$ cat src/design/itoa_pkg.sv
// Shared types, character codes and helpers for the integer-to-ASCII formatter.
`default_nettype none

package itoa_pkg;

  localparam int VALUE_PORT_W = 32;
  localparam int FUNC_W       = 2;
  localparam int CHAR_W       = 7;

  typedef enum logic [FUNC_W-1:0] {
    FMT_DEC = 2'd0,
    FMT_BIN = 2'd1,
    FMT_OCT = 2'd2,
    FMT_HEX = 2'd3
  } fmt_t;

  typedef struct packed {
    fmt_t fmt;
    logic pad;
  } itoa_ctl_t;

  typedef enum logic [2:0] {
    ST_IDLE,
    ST_CONV,
    ST_SKIP,
    ST_PRE0,
    ST_PRE1,
    ST_DIG
  } itoa_st_t;

  localparam logic [CHAR_W-1:0] CHAR_ZERO = 7'h30;
  localparam logic [CHAR_W-1:0] CHAR_A    = 7'h61;
  localparam logic [CHAR_W-1:0] CHAR_B    = 7'h62;
  localparam logic [CHAR_W-1:0] CHAR_O    = 7'h6f;

  localparam int          HEX_PAD_LIMIT = 16;
  localparam logic [3:0]  DIGIT_TEN     = 4'd10;
  localparam logic [3:0]  BCD_ADJ_MIN   = 4'd5;
  localparam logic [3:0]  BCD_ADJ       = 4'd3;

  function automatic logic [CHAR_W-1:0] digit_char(input logic [3:0] d);
    logic [CHAR_W-1:0] d_ext;
    d_ext = {3'b000, d};
    if (d < DIGIT_TEN) begin
      digit_char = CHAR_ZERO + d_ext;
    end else begin
      digit_char = CHAR_A + d_ext - {3'b000, DIGIT_TEN};
    end
  endfunction

endpackage

`default_nettype wire

$ cat src/design/itoa_if.sv
// Valid/ready channel interfaces for the formatter's request and character streams.
`default_nettype none

interface itoa_in_if;
  logic                              valid;
  logic                              ready;
  logic [itoa_pkg::VALUE_PORT_W-1:0] value;
  logic [itoa_pkg::FUNC_W-1:0]       func;

  modport source (output valid, value, func, input ready);
  modport sink   (input valid, value, func, output ready);
endinterface

interface itoa_out_if;
  logic                        valid;
  logic                        ready;
  logic [itoa_pkg::CHAR_W-1:0] char_code;
  logic                        last;

  modport source (output valid, char_code, last, input ready);
  modport sink   (input valid, char_code, last, output ready);
endinterface

`default_nettype wire

$ cat src/design/itoa_front.sv
// Front end: accepts requests, sizes the value and classifies the format.
`default_nettype none

module itoa_front #(
  parameter int VALUE_WIDTH = 32
) (
  itoa_in_if.sink                 in_ch,
  input  logic                    q_ready,
  output logic                    push,
  output logic [VALUE_WIDTH-1:0]  push_value,
  output itoa_pkg::itoa_ctl_t     push_ctl
);

  localparam int COPY_W = (VALUE_WIDTH < itoa_pkg::VALUE_PORT_W) ?
                          VALUE_WIDTH : itoa_pkg::VALUE_PORT_W;

  logic [VALUE_WIDTH-1:0] val_ext;
  itoa_pkg::fmt_t         fmt;

  always_comb begin
    val_ext = VALUE_WIDTH'(in_ch.value[COPY_W-1:0]);
    fmt     = itoa_pkg::fmt_t'(in_ch.func);
    push_value   = val_ext;
    push_ctl.fmt = fmt;
    // hex below sixteen gets a leading zero
    push_ctl.pad = (fmt == itoa_pkg::FMT_HEX) &&
                   (val_ext < VALUE_WIDTH'(itoa_pkg::HEX_PAD_LIMIT));
    in_ch.ready  = q_ready;
    push         = in_ch.valid && q_ready;
  end

endmodule

`default_nettype wire

$ cat src/design/itoa_queue.sv
// Two-entry request queue between the front end and the digit engine.
`default_nettype none

module itoa_queue #(
  parameter int VALUE_WIDTH = 32
) (
  input  logic                    clk,
  input  logic                    rst_n,
  input  logic                    push,
  input  logic [VALUE_WIDTH-1:0]  push_value,
  input  itoa_pkg::itoa_ctl_t     push_ctl,
  output logic                    push_ready,
  input  logic                    pop,
  output logic                    pop_valid,
  output logic [VALUE_WIDTH-1:0]  pop_value,
  output itoa_pkg::itoa_ctl_t     pop_ctl
);

  logic [VALUE_WIDTH-1:0] value_r [2];
  itoa_pkg::itoa_ctl_t    ctl_r   [2];
  logic                   wr_ptr_r, wr_ptr_nxt;
  logic                   rd_ptr_r, rd_ptr_nxt;
  logic [1:0]             count_r,  count_nxt;

  always_comb begin
    push_ready = (count_r != 2'd2);
    pop_valid  = (count_r != 2'd0);
    pop_value  = value_r[rd_ptr_r];
    pop_ctl    = ctl_r[rd_ptr_r];
    wr_ptr_nxt = push ? ~wr_ptr_r : wr_ptr_r;
    rd_ptr_nxt = pop  ? ~rd_ptr_r : rd_ptr_r;
    count_nxt  = count_r + {1'b0, push} - {1'b0, pop};
  end

  always_ff @(posedge clk) begin
    if (!rst_n) begin
      wr_ptr_r <= 1'b0;
      rd_ptr_r <= 1'b0;
      count_r  <= 2'd0;
    end else begin
      wr_ptr_r <= wr_ptr_nxt;
      rd_ptr_r <= rd_ptr_nxt;
      count_r  <= count_nxt;
    end
  end

  always_ff @(posedge clk) begin
    if (push) begin
      value_r[wr_ptr_r] <= push_value;
      ctl_r[wr_ptr_r]   <= push_ctl;
    end
  end

endmodule

`default_nettype wire

$ cat src/design/itoa_back.sv
// Digit engine: decimal conversion, leading-zero skip, prefix and digit emission.
`default_nettype none

module itoa_back #(
  parameter int VALUE_WIDTH = 32
) (
  input  logic                    clk,
  input  logic                    rst_n,
  input  logic                    pop_valid,
  input  logic [VALUE_WIDTH-1:0]  pop_value,
  input  itoa_pkg::itoa_ctl_t     pop_ctl,
  output logic                    pop,
  itoa_out_if.source              out_ch
);

  localparam int NDEC   = (VALUE_WIDTH * 30103) / 100000 + 1;
  localparam int NOCT   = (VALUE_WIDTH + 2) / 3;
  localparam int NHEX   = (VALUE_WIDTH + 3) / 4;
  localparam int DW     = 4 * NDEC;
  localparam int SH_BIN = DW - VALUE_WIDTH;
  localparam int SH_OCT = DW - 3 * NOCT;
  localparam int SH_HEX = DW - 4 * NHEX;
  localparam int CNT_W  = $clog2(VALUE_WIDTH + 1);

  itoa_pkg::itoa_st_t         st_r,  st_nxt;
  logic [DW-1:0]              dig_r, dig_nxt;
  logic [VALUE_WIDTH-1:0]     bin_r, bin_nxt;
  logic [CNT_W-1:0]           cnt_r, cnt_nxt;
  itoa_pkg::fmt_t             fmt_r, fmt_nxt;
  logic                       pad_r, pad_nxt;
  logic                       out_valid_r, out_valid_nxt;
  logic [itoa_pkg::CHAR_W-1:0] out_char_r, out_char_nxt;
  logic                       out_last_r, out_last_nxt;

  logic                       can_emit;
  logic [3:0]                 top_digit;
  logic [DW-1:0]              dig_shift;
  logic [DW-1:0]              bcd_adj;
  logic                       has_prefix;

  always_comb begin
    can_emit = !out_valid_r || out_ch.ready;

    case (fmt_r)
      itoa_pkg::FMT_BIN: begin
        top_digit = {3'b000, dig_r[DW-1]};
        dig_shift = dig_r << 1;
      end
      itoa_pkg::FMT_OCT: begin
        top_digit = {1'b0, dig_r[DW-1 -: 3]};
        dig_shift = dig_r << 3;
      end
      default: begin
        top_digit = dig_r[DW-1 -: 4];
        dig_shift = dig_r << 4;
      end
    endcase

    // add three to every BCD digit of five or more before the shift
    for (int j = 0; j < NDEC; j++) begin
      bcd_adj[4*j +: 4] = (dig_r[4*j +: 4] >= itoa_pkg::BCD_ADJ_MIN) ?
                          dig_r[4*j +: 4] + itoa_pkg::BCD_ADJ : dig_r[4*j +: 4];
    end

    has_prefix = (fmt_r == itoa_pkg::FMT_BIN) || (fmt_r == itoa_pkg::FMT_OCT);

    st_nxt        = st_r;
    dig_nxt       = dig_r;
    bin_nxt       = bin_r;
    cnt_nxt       = cnt_r;
    fmt_nxt       = fmt_r;
    pad_nxt       = pad_r;
    pop           = 1'b0;
    out_valid_nxt = out_ch.ready ? 1'b0 : out_valid_r;
    out_char_nxt  = out_char_r;
    out_last_nxt  = out_last_r;

    case (st_r)
      itoa_pkg::ST_IDLE: begin
        if (pop_valid) begin
          pop     = 1'b1;
          fmt_nxt = pop_ctl.fmt;
          pad_nxt = pop_ctl.pad;
          case (pop_ctl.fmt)
            itoa_pkg::FMT_DEC: begin
              bin_nxt = pop_value;
              dig_nxt = '0;
              cnt_nxt = CNT_W'(VALUE_WIDTH);
              st_nxt  = itoa_pkg::ST_CONV;
            end
            itoa_pkg::FMT_BIN: begin
              dig_nxt = DW'(pop_value) << SH_BIN;
              cnt_nxt = CNT_W'(VALUE_WIDTH);
              st_nxt  = itoa_pkg::ST_SKIP;
            end
            itoa_pkg::FMT_OCT: begin
              dig_nxt = DW'(pop_value) << SH_OCT;
              cnt_nxt = CNT_W'(NOCT);
              st_nxt  = itoa_pkg::ST_SKIP;
            end
            default: begin
              dig_nxt = DW'(pop_value) << SH_HEX;
              cnt_nxt = CNT_W'(NHEX);
              st_nxt  = itoa_pkg::ST_SKIP;
            end
          endcase
        end
      end

      itoa_pkg::ST_CONV: begin
        dig_nxt = {bcd_adj[DW-2:0], bin_r[VALUE_WIDTH-1]};
        bin_nxt = bin_r << 1;
        cnt_nxt = cnt_r - CNT_W'(1);
        if (cnt_r == CNT_W'(1)) begin
          cnt_nxt = CNT_W'(NDEC);
          st_nxt  = itoa_pkg::ST_SKIP;
        end
      end

      itoa_pkg::ST_SKIP: begin
        // drop leading zero digits, keep at least one
        if ((cnt_r > CNT_W'(1)) && (top_digit == 4'd0)) begin
          dig_nxt = dig_shift;
          cnt_nxt = cnt_r - CNT_W'(1);
        end else if (has_prefix || pad_r) begin
          st_nxt = itoa_pkg::ST_PRE0;
        end else begin
          st_nxt = itoa_pkg::ST_DIG;
        end
      end

      itoa_pkg::ST_PRE0: begin
        if (can_emit) begin
          out_valid_nxt = 1'b1;
          out_char_nxt  = itoa_pkg::CHAR_ZERO;
          out_last_nxt  = 1'b0;
          st_nxt        = has_prefix ? itoa_pkg::ST_PRE1 : itoa_pkg::ST_DIG;
        end
      end

      itoa_pkg::ST_PRE1: begin
        if (can_emit) begin
          out_valid_nxt = 1'b1;
          out_char_nxt  = (fmt_r == itoa_pkg::FMT_BIN) ?
                          itoa_pkg::CHAR_B : itoa_pkg::CHAR_O;
          out_last_nxt  = 1'b0;
          st_nxt        = itoa_pkg::ST_DIG;
        end
      end

      itoa_pkg::ST_DIG: begin
        if (can_emit) begin
          out_valid_nxt = 1'b1;
          out_char_nxt  = itoa_pkg::digit_char(top_digit);
          out_last_nxt  = (cnt_r == CNT_W'(1));
          dig_nxt       = dig_shift;
          cnt_nxt       = cnt_r - CNT_W'(1);
          if (cnt_r == CNT_W'(1)) begin
            st_nxt = itoa_pkg::ST_IDLE;
          end
        end
      end

      default: begin
        st_nxt = itoa_pkg::ST_IDLE;
      end
    endcase

    out_ch.valid     = out_valid_r;
    out_ch.char_code = out_char_r;
    out_ch.last      = out_last_r;
  end

  always_ff @(posedge clk) begin
    if (!rst_n) begin
      st_r        <= itoa_pkg::ST_IDLE;
      out_valid_r <= 1'b0;
    end else begin
      st_r        <= st_nxt;
      out_valid_r <= out_valid_nxt;
    end
  end

  always_ff @(posedge clk) begin
    dig_r      <= dig_nxt;
    bin_r      <= bin_nxt;
    cnt_r      <= cnt_nxt;
    fmt_r      <= fmt_nxt;
    pad_r      <= pad_nxt;
    out_char_r <= out_char_nxt;
    out_last_r <= out_last_nxt;
  end

endmodule

`default_nettype wire

$ cat src/design/int_to_ascii_radix_formatter_top.sv
// Integer-to-ASCII radix formatter: turns a value into its character string.
//
// in_ch carries one request: value (read unsigned, low VALUE_WIDTH bits) and
// func (0 decimal, 1 binary "0b", 2 octal "0o", 3 lowercase hex padded to two
// digits). out_ch returns one ASCII character per transfer, most significant
// first, with last set on the final character of each string.
// A two-entry queue sits between the request side and the digit engine, so up
// to two requests are taken while a string is still going out.
// Per request the engine loads the value, then for decimal runs a
// shift-and-add-3 BCD conversion over all VALUE_WIDTH bits, then drops
// leading zero digits one at a time, leaves the skip, and emits the
// characters one by one. Binary, octal and hex skip the conversion.
// Reset (rst_n low, synchronous) empties the queue, the engine and the output
// register. When the receiver holds ready low the output register holds its
// character, the engine halts before its next one; requests queue until full.
`default_nettype none

module int_to_ascii_radix_formatter_top #(
  parameter int VALUE_WIDTH = 32
) (
  input  logic         clk,
  input  logic         rst_n,
  itoa_in_if.sink      in_ch,
  itoa_out_if.source   out_ch
);

  logic                   q_ready;
  logic                   push;
  logic [VALUE_WIDTH-1:0] push_value;
  itoa_pkg::itoa_ctl_t    push_ctl;
  logic                   pop;
  logic                   pop_valid;
  logic [VALUE_WIDTH-1:0] pop_value;
  itoa_pkg::itoa_ctl_t    pop_ctl;

  itoa_front #(.VALUE_WIDTH(VALUE_WIDTH)) u_front (
    .in_ch      (in_ch),
    .q_ready    (q_ready),
    .push       (push),
    .push_value (push_value),
    .push_ctl   (push_ctl)
  );

  itoa_queue #(.VALUE_WIDTH(VALUE_WIDTH)) u_queue (
    .clk        (clk),
    .rst_n      (rst_n),
    .push       (push),
    .push_value (push_value),
    .push_ctl   (push_ctl),
    .push_ready (q_ready),
    .pop        (pop),
    .pop_valid  (pop_valid),
    .pop_value  (pop_value),
    .pop_ctl    (pop_ctl)
  );

  itoa_back #(.VALUE_WIDTH(VALUE_WIDTH)) u_back (
    .clk        (clk),
    .rst_n      (rst_n),
    .pop_valid  (pop_valid),
    .pop_value  (pop_value),
    .pop_ctl    (pop_ctl),
    .pop        (pop),
    .out_ch     (out_ch)
  );

endmodule

`default_nettype wire

$ cat src/flat_wrapper.sv
// flat-port wrapper written by rule: the top's interface ports become plain ports
module int_to_ascii_radix_formatter_top_flat 
#(
  parameter int VALUE_WIDTH = 32
)
  (clk, rst_n, in_ch_valid, in_ch_value, in_ch_func, in_ch_ready, out_ch_valid, out_ch_char_code, out_ch_last, out_ch_ready);
  itoa_in_if in_ch_i ();
  itoa_out_if out_ch_i ();
  input  logic clk;
  input  logic rst_n;
  input wire logic [$bits(in_ch_i.valid)-1:0] in_ch_valid;
  input wire logic [$bits(in_ch_i.value)-1:0] in_ch_value;
  input wire logic [$bits(in_ch_i.func)-1:0] in_ch_func;
  output wire logic [$bits(in_ch_i.ready)-1:0] in_ch_ready;
  output wire logic [$bits(out_ch_i.valid)-1:0] out_ch_valid;
  output wire logic [$bits(out_ch_i.char_code)-1:0] out_ch_char_code;
  output wire logic [$bits(out_ch_i.last)-1:0] out_ch_last;
  input wire logic [$bits(out_ch_i.ready)-1:0] out_ch_ready;
  assign in_ch_i.valid = in_ch_valid;
  assign in_ch_i.value = in_ch_value;
  assign in_ch_i.func = in_ch_func;
  assign in_ch_ready = in_ch_i.ready;
  assign out_ch_valid = out_ch_i.valid;
  assign out_ch_char_code = out_ch_i.char_code;
  assign out_ch_last = out_ch_i.last;
  assign out_ch_i.ready = out_ch_ready;
  int_to_ascii_radix_formatter_top #(.VALUE_WIDTH(VALUE_WIDTH)) u_core (.clk(clk), .rst_n(rst_n), .in_ch(in_ch_i), .out_ch(out_ch_i));
endmodule
$ cat config.mk
export PLATFORM = sky130hd
export DESIGN_NAME = int_to_ascii_radix_formatter_top_flat
export DESIGN_NICKNAME = d
export VERILOG_FILES = /design/src/design/itoa_pkg.sv /design/src/design/itoa_if.sv /design/src/design/itoa_front.sv /design/src/design/itoa_queue.sv /design/src/design/itoa_back.sv /design/src/design/int_to_ascii_radix_formatter_top.sv /design/src/flat_wrapper.sv
export SDC_FILE = /design/constraint.sdc
export NUM_CORES = 1
export LEC_CHECK = 0
export BUFFER_PORTS_ARGS = -buffer_cell sky130_fd_sc_hd__buf_2
export CAP_MARGIN = 10
export CORE_MARGIN = 2
export CORE_UTILIZATION = 61
export CTS_BUF_LIST = sky130_fd_sc_hd__clkbuf_8 sky130_fd_sc_hd__clkbuf_16
export DETAILED_ROUTE_END_ITERATION = 12
export PLACE_DENSITY = 0.87
export SLEW_MARGIN = 20
export SYNTH_ARGS = -nofsm -noshare
export SYNTH_HDL_FRONTEND = slang
export SYNTH_SLANG_ARGS = --single-unit
$ cat constraint.sdc
create_clock -name clk -period 6.15 [get_ports clk]
set_clock_uncertainty 0.1 [all_clocks]
set_input_delay 1.23 -clock clk [delete_from_list [all_inputs] [get_ports clk]]
set_output_delay 1.23 -clock clk [all_outputs]
set_load 0.02 [all_outputs]
==> reports/qor.yml, run 1 <==
path_class: "reg2reg"
synth-edff-count: 159
max-vdd-ir-drop_mv: 0.2562
die_area_mm2: 0.01531
area_growth_syn_to_layout_pct: 11.05
num-nets-final: 852
cts_buffers: 17
grt-ovfl-total: 0
first_pass_iters: 5
cp_num_cells: 9
min_period_ns: 3.236
core_mm2: 0.01393
antenna_found_initial: 0
fin_ws_ns: 2.914
ant_nets: 0
max_stage_delay_ns: 0.52
crit_start: "u_core.u_back.fmt_r[1]"
cp_max_fo: 46
critPathRequiredTime_ns: 6.11
slowest_stage: "buf_4"
r2r-end: "u_core.u_back.dig_r[35]"
initial_core_util_pct: 62.75
fmax_ghz: 0.3091
finalSetupViolations: 0
post-place-ws_ns: 2.996
worst_pin_slew_ns: 1.234
ys_async_sr_fraction_pct: 0
crit_path_end: "u_core.u_back.dig_r[35]"
syn_area_per_cell_um2: 11.55
drc_errors: 0
grt_max_degree: 86
fp.dieH_um: 123.7
start_kind: "flop"
ys_top_cells_by_area: "edfxtp_1 (55%), a21oi_1 (4.6%), ha_1 (4.0%)"
rows: 43
htreeDepth: 4
final_cell_mix: "edfxtp_1 (159), a21oi_1 (81), nor2_1 (81)"
cts.sinks: 168
r2r-start: "u_core.u_back.fmt_r[1]"
track_usage_pct: 26.48
end_kind: "flop"
ys_seq_elements: 168
syn_area_mm2: 0.008745
cts_root_buf: "clkbuf_16"
hold_viol_final: 0
ctsResizeCount: 0
yosys.area.top_type: "edfxtp_1"
final_common_cell: "edfxtp_1"
synthCells: 757
status: "finished clean"
crit_path_cell_trace: "ha_1 > inv_1 > and3_1 > a21oi_1 > ha_1 > o2111a_2 > nand2_1 > o21ai_4 > buf_4"
r2r_slack_ns: 2.91
yosysWarnings: 0
io_buffers: 47
place.gp.congestion: 0.9155
cts_tree: "done"
synth_top_area_share_pct: 54.60
ys.flop_type: "edfxtp_1"
grt_pass1_vias: 6114
drive_above_1_share_pct: 13.64
p_per_area_mw_per_mm2: 574.2
drtIter0Drc: 1072
clockBufferDepth: 2
slew_headroom_pct: 17.41
max_cap_viol_count: 0
crit_buf_inv: 2
synth_nets: 823
finalSetupTns_ns: 0
dieWidth_um: 123.7
hold_path_class: "reg2reg"
boundaryPins: 48
grt_pass1_wl_mm: 31.02
rsz0062_at_grt: "false"
period_share_pct: 52.61
cts_setup_buffers: 0
worstRegToRegCells: 9
dr_total_vias: 6533
insertion_delay_ns: 0.43
dp_hpwl_mm: 12.15
path_delay_family: "buffers and inverters"
drv_slew: 0
routed_wl_mm: 19.46
via_per_inst: 6.666
crit_top_cell: "ha_1"
yosysSeqAreaShare_pct: 56.66
synthDistinctLibCells: 50
wire_per_inst_um: 19.85
hold_buffers: 0
path_clk_slew_ns: 0.06
arrival_ns: 3.19
leakage_nw: 3.405
[how the worst min path moves through the flow]
stage / slack, ns / startpoint / endpoint / cells past startpoint
after floorplan: 0.37 / u_core.u_queue.rd_ptr_r / flop / 2
final: 0.43 / u_core.u_back.bin_r[31] / u_core.u_back.dig_r[0] / 1
after CTS: 0.43 / u_core.u_back.bin_r[31] / u_core.u_back.dig_r[0] / 1
after detailed placement: 0.41 / u_core.u_back.bin_r[31] / u_core.u_back.dig_r[0] / 1
after global routing: 0.46 / u_core.u_back.bin_r[31] / u_core.u_back.dig_r[0] / 1
after global placement: 0.39 / u_core.u_queue.rd_ptr_r / u_core.u_queue.rd_ptr_r / 2
[cell type report]
class	instances	area [um^2]
Timing Repair Buffer	56	302.8
Multi-Input combinational cell	512	3531
Fill cell	928	4224
Antenna cell	1	2.502
Clock inverter	15	151.4
Tap cell	180	225.2
Inverter	31	116.4
Clock buffer	17	425.4
Sequential cell	168	4956
[power by group]
| part | switching [W] | total (W) | internal, W |
|---|---|---|---|
| Combinational | 0.00145 | 0.00234 | 0.000889 |
| Clock | 0.000444 | 0.00104 | 0.000598 |
| Sequential | 0.000357 | 0.00219 | 0.00184 |
| Total | 0.00225 | 0.00558 | 0.00332 |
[through the flow]
step | power, W | cells | util (%) | hold WS, ns | instance area, um^2
floorplan | 0.003887 | 757 | - | 0.3725 | 8745
global placement | 0.004315 | 947 | 65.49 | 0.3873 | 9126
detailed placement | 0.004460 | 947 | 65.49 | 0.4115 | 9126
CTS | 0.005524 | 979 | 69.63 | 0.4263 | 9703
global route | 0.005897 | 979 | 69.67 | 0.4553 | 9708
finish | 0.005576 | 980 | 69.69 | 0.4259 | 9711
[synthesized netlist by cell type, drive strengths merged (2+ instances only)]
library cell,count
edfxtp,159
nor2,83
a21oi,81
clkbuf,38
o21ai,36
inv,31
ha,28
nand2,26
mux2i,24
o211ai,24
a22oi,21
a221o,20
o221ai,20
nor3b,17
nand2b,16
xnor2,15
a2bb2oi,13
mux2,13
a221oi,11
dfxtp,9
buf,8
xor2,8
nor3,6
nor4,6
nor2b,5
o22ai,5
o22a,4
and2,3
and3,3
o32a,3
nand4,2
nor4b,2
o31ai,2
or4,2
[sequential cells by signal, summed over array words and instances (netlist names), 2 cells and up, named ones only]
register / count
u_core.u_back.bin_r: 32
u_core.u_back.out_ch.char_code: 7
u_core.u_back.dig_r: 40
u_core.u_back.fmt_r: 2
u_core.u_queue.value_r: 64
u_core.u_queue.count_r: 2
u_core.u_back.st_r: 3
u_core.u_queue.ctl_r: 6
u_core.u_back.cnt_r: 6
[routing by layer]
metal / track usage [%] / wire [um] / up-vias
li1: - / - / 2996
met1: 34.54 / 7578 / 3141
met5: 0 / 0 / -
met3: 4.350 / 1528 / 43
met2: 44.37 / 9893 / 353
met4: 10.72 / 457 / 0
[worst reg2reg max path: cells and delay by family (launching register included)]
family                   cells  cell delay [ns]
buffers and inverters        2             0.83
AO/OA/AOI/OAI                3             0.60
AND/OR/NAND/NOR              2             0.39
adder cells (fa/ha/maj)      2             0.52
flip-flops                   1             0.40
[logic make-up after synthesis]
kind of cell | count (synthesis) | share of synthesized area [%]
muxes | 37 | 4.421
other | 1 | 0.04288
and+or+nand+nor | 176 | 9.773
adders and majority gates | 28 | 4.006
AOI/OAI and AO/OA | 247 | 19.46
buffers and inverters | 77 | 3.334
DFF | 168 | 56.66
xor gates and xnor gates | 23 | 2.304
Note: power is estimated with default switching activity, not from simulation.
==> run 2, diff against run 1 <==
Clock period 6.15 ns to 3.24 ns, I/O delays scaled along.
==> run 2 against run 1 <==
Routed wire length up 7.0%. Sequential power up 90%. Worst hold slack worse by 0.13 ns. First-iteration DRC count down 19%. Worst setup slack worse by 2.7 ns. Register-to-register slack worse by 2.7 ns. Clock-buffer cell count unchanged. Clock power up 97%. Die area unchanged. Critical endpoint is now u_core.u_back.dig_r[29].
==> reports/qor.yml, run 2 (synthesis results as in run 1) <==
dieWidth_um: 123.7
num-nets-final: 866
grt-ovfl-total: 0
arrival_ns: 3.06
p_per_area_mw_per_mm2: 1111
clockBufferDepth: 2
ctsResizeCount: 0
track_usage_pct: 28.37
via_per_inst: 6.750
place_area_mm2: 0.009234
stdcell_area_mm2: 0.009833
post-place-ws_ns: 0.2236
grt_pass1_wl_mm: 32.76
cts_tree: "done"
period_share_pct: 92.97
crit_path_cell_trace: "ha_1 > inv_1 > and3_1 > a21oi_1 > ha_1 > o2111a_2 > nand2_1 > o21ai_4 > buf_12"
max-vdd-ir-drop_mv: 0.5654
min_period_ns: 3.012
end_kind: "flop"
fmax_ghz: 0.3320
core_mm2: 0.01393
path_delay_family: "compound AO/OA/AOI/OAI gates"
crit_path_end: "u_core.u_back.dig_r[29]"
status: "finished clean"
crit_buf_inv: 2
drc_errors: 0
worstRegToRegCells: 9
dp_hpwl_mm: 13.45
hold_path_class: "in2reg"
boundaryPins: 48
final_common_cell: "edfxtp_1"
cp_num_cells: 9
io_buffers: 47
start_kind: "flop"
final_cell_count_no_fill: 993
crit_start: "u_core.u_back.fmt_r[1]"
hold_path_startpoint: "in_ch_value[3]"
hold_viol_final: 0
antennaDiodeCount: 0
antenna_found_initial: 0
hold_buffers: 0
cts_buffers: 17
first_pass_iters: 7
fillers: 923
fin_ws_ns: 0.2277
max_cap_viol_count: 0
path_clk_slew_ns: 0.07
max_stage_delay_ns: 0.43
grt_max_degree: 40
drv_slew: 0
dr_total_vias: 6703
rsz0062_at_grt: "false"
routed_wl_mm: 20.82
drive_above_1_share_pct: 15.01
cts_root_buf: "clkbuf_16"
fin_hold_ws_ns: 0.2930
ant_nets: 0
slew_headroom_pct: 50.55
crit_top_cell: "ha_1"
area_growth_syn_to_layout_pct: 12.45
largest_register_ffs: 64
cts_setup_buffers: 0
path_class: "reg2reg"
r2r-start: "u_core.u_back.fmt_r[1]"
dpl.cell_count: 960
wire_per_inst_um: 20.96
top_regs: "u_core.u_queue.value_r x64, u_core.u_back.dig_r x40, u_core.u_back.bin_r x32"
rows: 43
die_area_mm2: 0.01531
r2r_slack_ns: 0.23
r2r-end: "u_core.u_back.dig_r[29]"
place.gp.congestion: 0.9478
leakage_nw: 3.486
regMostFlops: "u_core.u_queue.value_r"
worst_pin_slew_ns: 0.7416
insertion_delay_ns: 0.44
critPathRequiredTime_ns: 3.28
fp.dieH_um: 123.7
cp_max_fo: 22
finalSetupTns_ns: 0
initial_core_util_pct: 62.75
final_cell_mix: "edfxtp_1 (159), nor2_1 (82), a21oi_1 (81)"
slowest_stage: "edfxtp_1"
grt_pass1_vias: 6395
drtIter0Drc: 870
finalSetupViolations: 0
cts.sinks: 168
htreeDepth: 4
-- run 2: changes by cell type in the layout (fill, tap and decap cells not counted), moves of 2 or more --
cell / before / now
buf_4: 9 / 21
inv_6: 3 / 5
clkinv_4: 3 / 0
inv_8: 0 / 3
-- run 2: power breakdown --
part	switching [W]	leakage [nW]	internal (W)
sequential	0.000694	1.58	0.00348
combinational	0.00289	1.61	0.00181
clock	0.000900	0.290	0.00115
total	0.00448	3.49	0.00644
-- run 2: how the worst min path moves through the flow --
stage | endpoint | cells past startpoint
3_5_place_dp | flop | 2
6_report | u_core.u_queue.value_r[0][3] | 1
2_1_floorplan | flop | 2
5_1_grt | u_core.u_queue.value_r[0][3] | 1
3_3_place_gp | u_core.u_queue.rd_ptr_r | 2
4_1_cts | u_core.u_queue.value_r[0][3] | 1
-- run 2: layout make-up --
cell class                      instances  area, um^2  area share [%]
Clock buffer                           17       425.4           4.326
Clock inverter                         15       165.2           1.680
Inverter                               31       116.4           1.183
Multi-Input combinational cell        513        3532           35.92
Sequential cell                       168        4956           50.40
Tap cell                              180       225.2           2.290
Timing Repair Buffer                   69       412.9           4.199
-- run 2: stage by stage --
stage,util [%],power [W]
after floorplan,-,0.007338
after detailed placement,66.27,0.008691
after CTS,70.50,0.01078
after global routing,70.57,0.01148
final,70.57,0.01092
after global placement,66.27,0.008348
-- run 2: routing by layer --
| metal | vias up | global-route usage [%] | share of wire, % |
|---|---|---|---|
| met5 | - | 0 | 0 |
| met2 | 420 | 46.57 | 50 |
| met4 | 0 | 14.56 | 3.5 |
| met3 | 65 | 5.495 | 8.3 |
| li1 | 3020 | - | - |
| met1 | 3198 | 36.01 | 38 |
